[config.mk]
export PLATFORM = sky130hd
export DESIGN_NAME = tmr_filter
export DESIGN_NICKNAME = d
export VERILOG_FILES = /design/src/rtl/tmr_pkg.sv /design/src/rtl/tmr_filter.sv
export SDC_FILE = /design/constraint.sdc
export NUM_CORES = 1
export LEC_CHECK = 0
export BUFFER_PORTS_ARGS = -buffer_cell sky130_fd_sc_hd__buf_2
export CORE_ASPECT_RATIO = 0.9
export CORE_MARGIN = 4
export CORE_UTILIZATION = 55
export DETAILED_ROUTE_END_ITERATION = 10
export PLACE_DENSITY = 0.75
export SETUP_SLACK_MARGIN = 0.5
export SLEW_MARGIN = 20
export SYNTH_ARGS = -nofsm -noshare
export SYNTH_HDL_FRONTEND = slang
export SYNTH_SLANG_ARGS = --single-unit
[constraint.sdc]
create_clock -name vclk -period 59.7
set_clock_uncertainty 0.1 [all_clocks]
set_input_delay 8.955 -clock vclk [all_inputs]
set_output_delay 8.955 -clock vclk [all_outputs]
set_load 0.01 [all_outputs]
[src/rtl/tmr_pkg.sv]
// shared types, constants and helpers for the thresholded rgb median filter
package tmr_pkg;

    localparam int MAX_WIDTH_DEF = 2048;
    localparam int CFG_W = 16;

    localparam logic [1:0] REG_THRESHOLD = 2'd0;
    localparam logic [1:0] REG_WIDTH     = 2'd1;
    localparam logic [1:0] REG_HEIGHT    = 2'd2;

    localparam logic [7:0]  THRESH_RST = 8'd1;
    localparam logic [11:0] WIDTH_RST  = 12'd640;
    localparam logic [15:0] HEIGHT_RST = 16'd480;

    typedef struct packed {
        logic [7:0] red_in;
        logic [7:0] green_in;
        logic [7:0] blue_in;
    } t_pix_in;

    typedef struct packed {
        logic [7:0]  red_out;
        logic [7:0]  green_out;
        logic [7:0]  blue_out;
        logic [10:0] out_col;
        logic [15:0] out_row;
        logic        frame_done;
    } t_pix_out;

    typedef struct packed {
        logic [7:0] r;
        logic [7:0] g;
        logic [7:0] b;
    } t_rgb;

    function automatic logic [7:0] min3(input logic [7:0] a, input logic [7:0] b,
                                        input logic [7:0] c);
        logic [7:0] m;
        m = (a < b) ? a : b;
        return (m < c) ? m : c;
    endfunction

    function automatic logic [7:0] max3(input logic [7:0] a, input logic [7:0] b,
                                        input logic [7:0] c);
        logic [7:0] m;
        m = (a > b) ? a : b;
        return (m > c) ? m : c;
    endfunction

    function automatic logic [7:0] med3(input logic [7:0] a, input logic [7:0] b,
                                        input logic [7:0] c);
        logic [7:0] lo;
        logic [7:0] hi;
        lo = (a < b) ? a : b;
        hi = (a < b) ? b : a;
        return (c < lo) ? lo : ((c > hi) ? hi : c);
    endfunction

endpackage

[src/rtl/tmr_filter.sv]
// 3x3 median with threshold switch, three channels in parallel
module tmr_filter (
    input  tmr_pkg::t_rgb       i_win [9],
    input  logic [7:0]          i_thresh,
    output tmr_pkg::t_rgb       o_pix
);

    function automatic logic [7:0] chan_filt(input logic [7:0] v [9],
                                             input logic [7:0] th);
        logic [7:0] mx0, mx1, mx2, md0, md1, md2, mn0, mn1, mn2;
        logic [7:0] med, cen, diff;
        // row sort, then median of maxes/medians/mins gives the exact median of nine
        mn0 = tmr_pkg::min3(v[0], v[1], v[2]);
        md0 = tmr_pkg::med3(v[0], v[1], v[2]);
        mx0 = tmr_pkg::max3(v[0], v[1], v[2]);
        mn1 = tmr_pkg::min3(v[3], v[4], v[5]);
        md1 = tmr_pkg::med3(v[3], v[4], v[5]);
        mx1 = tmr_pkg::max3(v[3], v[4], v[5]);
        mn2 = tmr_pkg::min3(v[6], v[7], v[8]);
        md2 = tmr_pkg::med3(v[6], v[7], v[8]);
        mx2 = tmr_pkg::max3(v[6], v[7], v[8]);
        med = tmr_pkg::med3(tmr_pkg::max3(mn0, mn1, mn2),
                            tmr_pkg::med3(md0, md1, md2),
                            tmr_pkg::min3(mx0, mx1, mx2));
        cen = v[4];
        diff = (cen > med) ? cen - med : med - cen;
        return (diff > th) ? med : cen;
    endfunction

    logic [7:0] w_r [9];
    logic [7:0] w_g [9];
    logic [7:0] w_b [9];

    always_comb begin
        for (int k = 0; k < 9; k++) begin
            w_r[k] = i_win[k].r;
            w_g[k] = i_win[k].g;
            w_b[k] = i_win[k].b;
        end
        o_pix.r = chan_filt(w_r, i_thresh);
        o_pix.g = chan_filt(w_g, i_thresh);
        o_pix.b = chan_filt(w_b, i_thresh);
    end

endmodule

==> impl_metrics.toml <==
[placed_design]
place.gp.congestion = 1.01
dp_hpwl_mm = 68.1
io_buffers = 248

[yosys]
syn_area_per_cell_sq_um = 6.73
yosysSeqAreaShare_pct = 0
synth.distinct_cells = 103
ys_warn_count = 0
netlist_area_sq_um = 24500
synth_nets = 4418
synth_cells = 3648

[finish]
finish.utilization_pct = 59.5
seq_area_sq_um = 0
final_nets = 4570
area_growth_pct = 6.99
drive_above_1_share_pct = 10.2
seq_cells = 0
final_cell_mix = "ha_1 (543), nand2_1 (409), o21ai_0 (369)"
clkbuf_count = 0
final_common_cell = "ha_1"

[timing]
setup_viol = 0
setup-tns-final_ns = 0
fmax_mhz = 28.1
hold_viol = 0
worst_pin_slew_ns = 1.17
drv_slew = 0
slew_headroom_pct = 21.8
layout_min_cycle_time_ns = 35.57
rsz0062_at_grt = "false"
period_share_pct = 59.6

[setup_path]
critPathKind = "input port to primary output"
crit_start = "i_win[105]"
crit_fanout = 24
required_ns = 50.65
cp-end-kind = "primary output"
start_kind = "input port"
crit_top_cell = "ha_1"
cpMaxStageDelayCell = "nand2_1"
arrival_ns = 26.51
slowest_delay_ns = 0.62

[drt]
route.vias.total = 26900
wirelength_mm = 78.8
wire_per_inst_um = 17.9
drc = 0
drt_iter0_drc = 2581
via_per_inst = 6.12
dr.pass1.iters = 8
ant_nets = 0

[clock_tree]
hold_buffers = 0
ctsResizeCount = 0
post_cts_buffers = 0

[hold_path]
hold_class = "input port to primary output"
hold_start = "i_win[107]"

[grt]
grt_max_degree = 32
grt_pass1_vias = 24200
antenna_found_initial = 9
grt_overflow = 0
track_usage_pct = 30.7
grt_pass1_wl_mm = 125

[floorplanning]
fp-row-count = 73
ios = 248
start_util_pct = 55.6
die_w_um = 231
die_h_um = 208
dieArea_sq_um = 48100
coreArea_sq_um = 44100

[outcome]
status = "complete, no violations"

[job]
maxCapViolations = 0
-- per-layer routing --
layer / part of all wire, % / GRT usage, %
met1: 46 / 43.9
met2: 42 / 48.3
met3: 8.2 / 4.08
met5: 0.076 / 0
met4: 3.3 / 8.67
-- synth_stat cells (all sizes together), types with 8 or more instances --
library cell / count / area, sq um
ha: 543 / 6790
nand2: 412 / 1550
o21ai: 400 / 2020
a21oi: 327 / 1650
inv: 323 / 1210
nor2: 302 / 1130
mux2i: 191 / 1920
a21o: 133 / 998
clkbuf: 90 / 338
nand3: 78 / 395
nand4: 73 / 457
o21a: 66 / 503
nor2b: 65 / 407
mux2: 59 / 668
nand2b: 47 / 294
and2: 38 / 238
a211oi: 36 / 285
nor3: 34 / 175
and3: 32 / 200
o31ai: 32 / 245
a31oi: 27 / 169
o211ai: 27 / 221
buf: 24 / 113
o31a: 19 / 166
xnor2: 19 / 166
and4: 18 / 158
nor4: 15 / 106
or2: 15 / 93.8
or3: 15 / 93.8
o21bai: 12 / 90.1
a211o: 10 / 87.6
o2111ai: 10 / 87.6
a31o: 9 / 78.8
a21boi: 8 / 60.1
a22oi: 8 / 60.1
maj3: 8 / 83.8
o311ai: 8 / 70.1
xor2: 8 / 70.1
-- per-stage QoR --
step | hold slack (ns) | cell area [sq um] | worst slack, ns | std cells
6_report | 18.18 | 26300 | 24.13 | 4402
2_1_floorplan | 17.96 | 24500 | 26.60 | 3648
3_3_place_gp | 18.19 | 26200 | 24.70 | 4397
4_1_cts | 18.19 | 26200 | 24.59 | 4397
5_1_grt | 18.21 | 26300 | 22.88 | 4400
3_5_place_dp | 18.18 | 26200 | 24.62 | 4397
-- path summary, 6_finish.rpt --
| path | depth (start not counted) | endpoint |
|---|---|---|
| hold / removal | 4 | o_pix[11] |
| setup / recovery | 71 | o_pix[12] |
-- layout make-up --
class                           instances  area (sq um)
Multi-Input combinational cell       3211         22900
Antenna cell                            4          10.0
Fill cell                            4373         17900
Tap cell                              600           751
Timing Repair Buffer                  264          1360
Inverter                              323          1210
-- kinds of logic after synthesis --
| kind of cell | synth area share [%] |
|---|---|
| AOI/OAI and AO/OA | 31.1 |
| and+or+nand+nor | 22.4 |
| adders and majority gates | 28.3 |
| buffers and inverters | 6.78 |
| muxes | 10.5 |
| xor gates and xnor gates | 0.964 |
-- critical path, delay by kind of cell --
family	cells	cell delay, ns
XOR/XNOR	1	0.15
buffers and inverters	7	1.17
adder cells (fa/ha/maj)	8	2.54
AND/OR/NAND/NOR	23	5.15
AO/OA/AOI/OAI	29	7.39
multiplexers	3	1.11
Power is not shown: default switching activity piles up to over one toggle a cycle in this logic, so the estimate is an artifact.
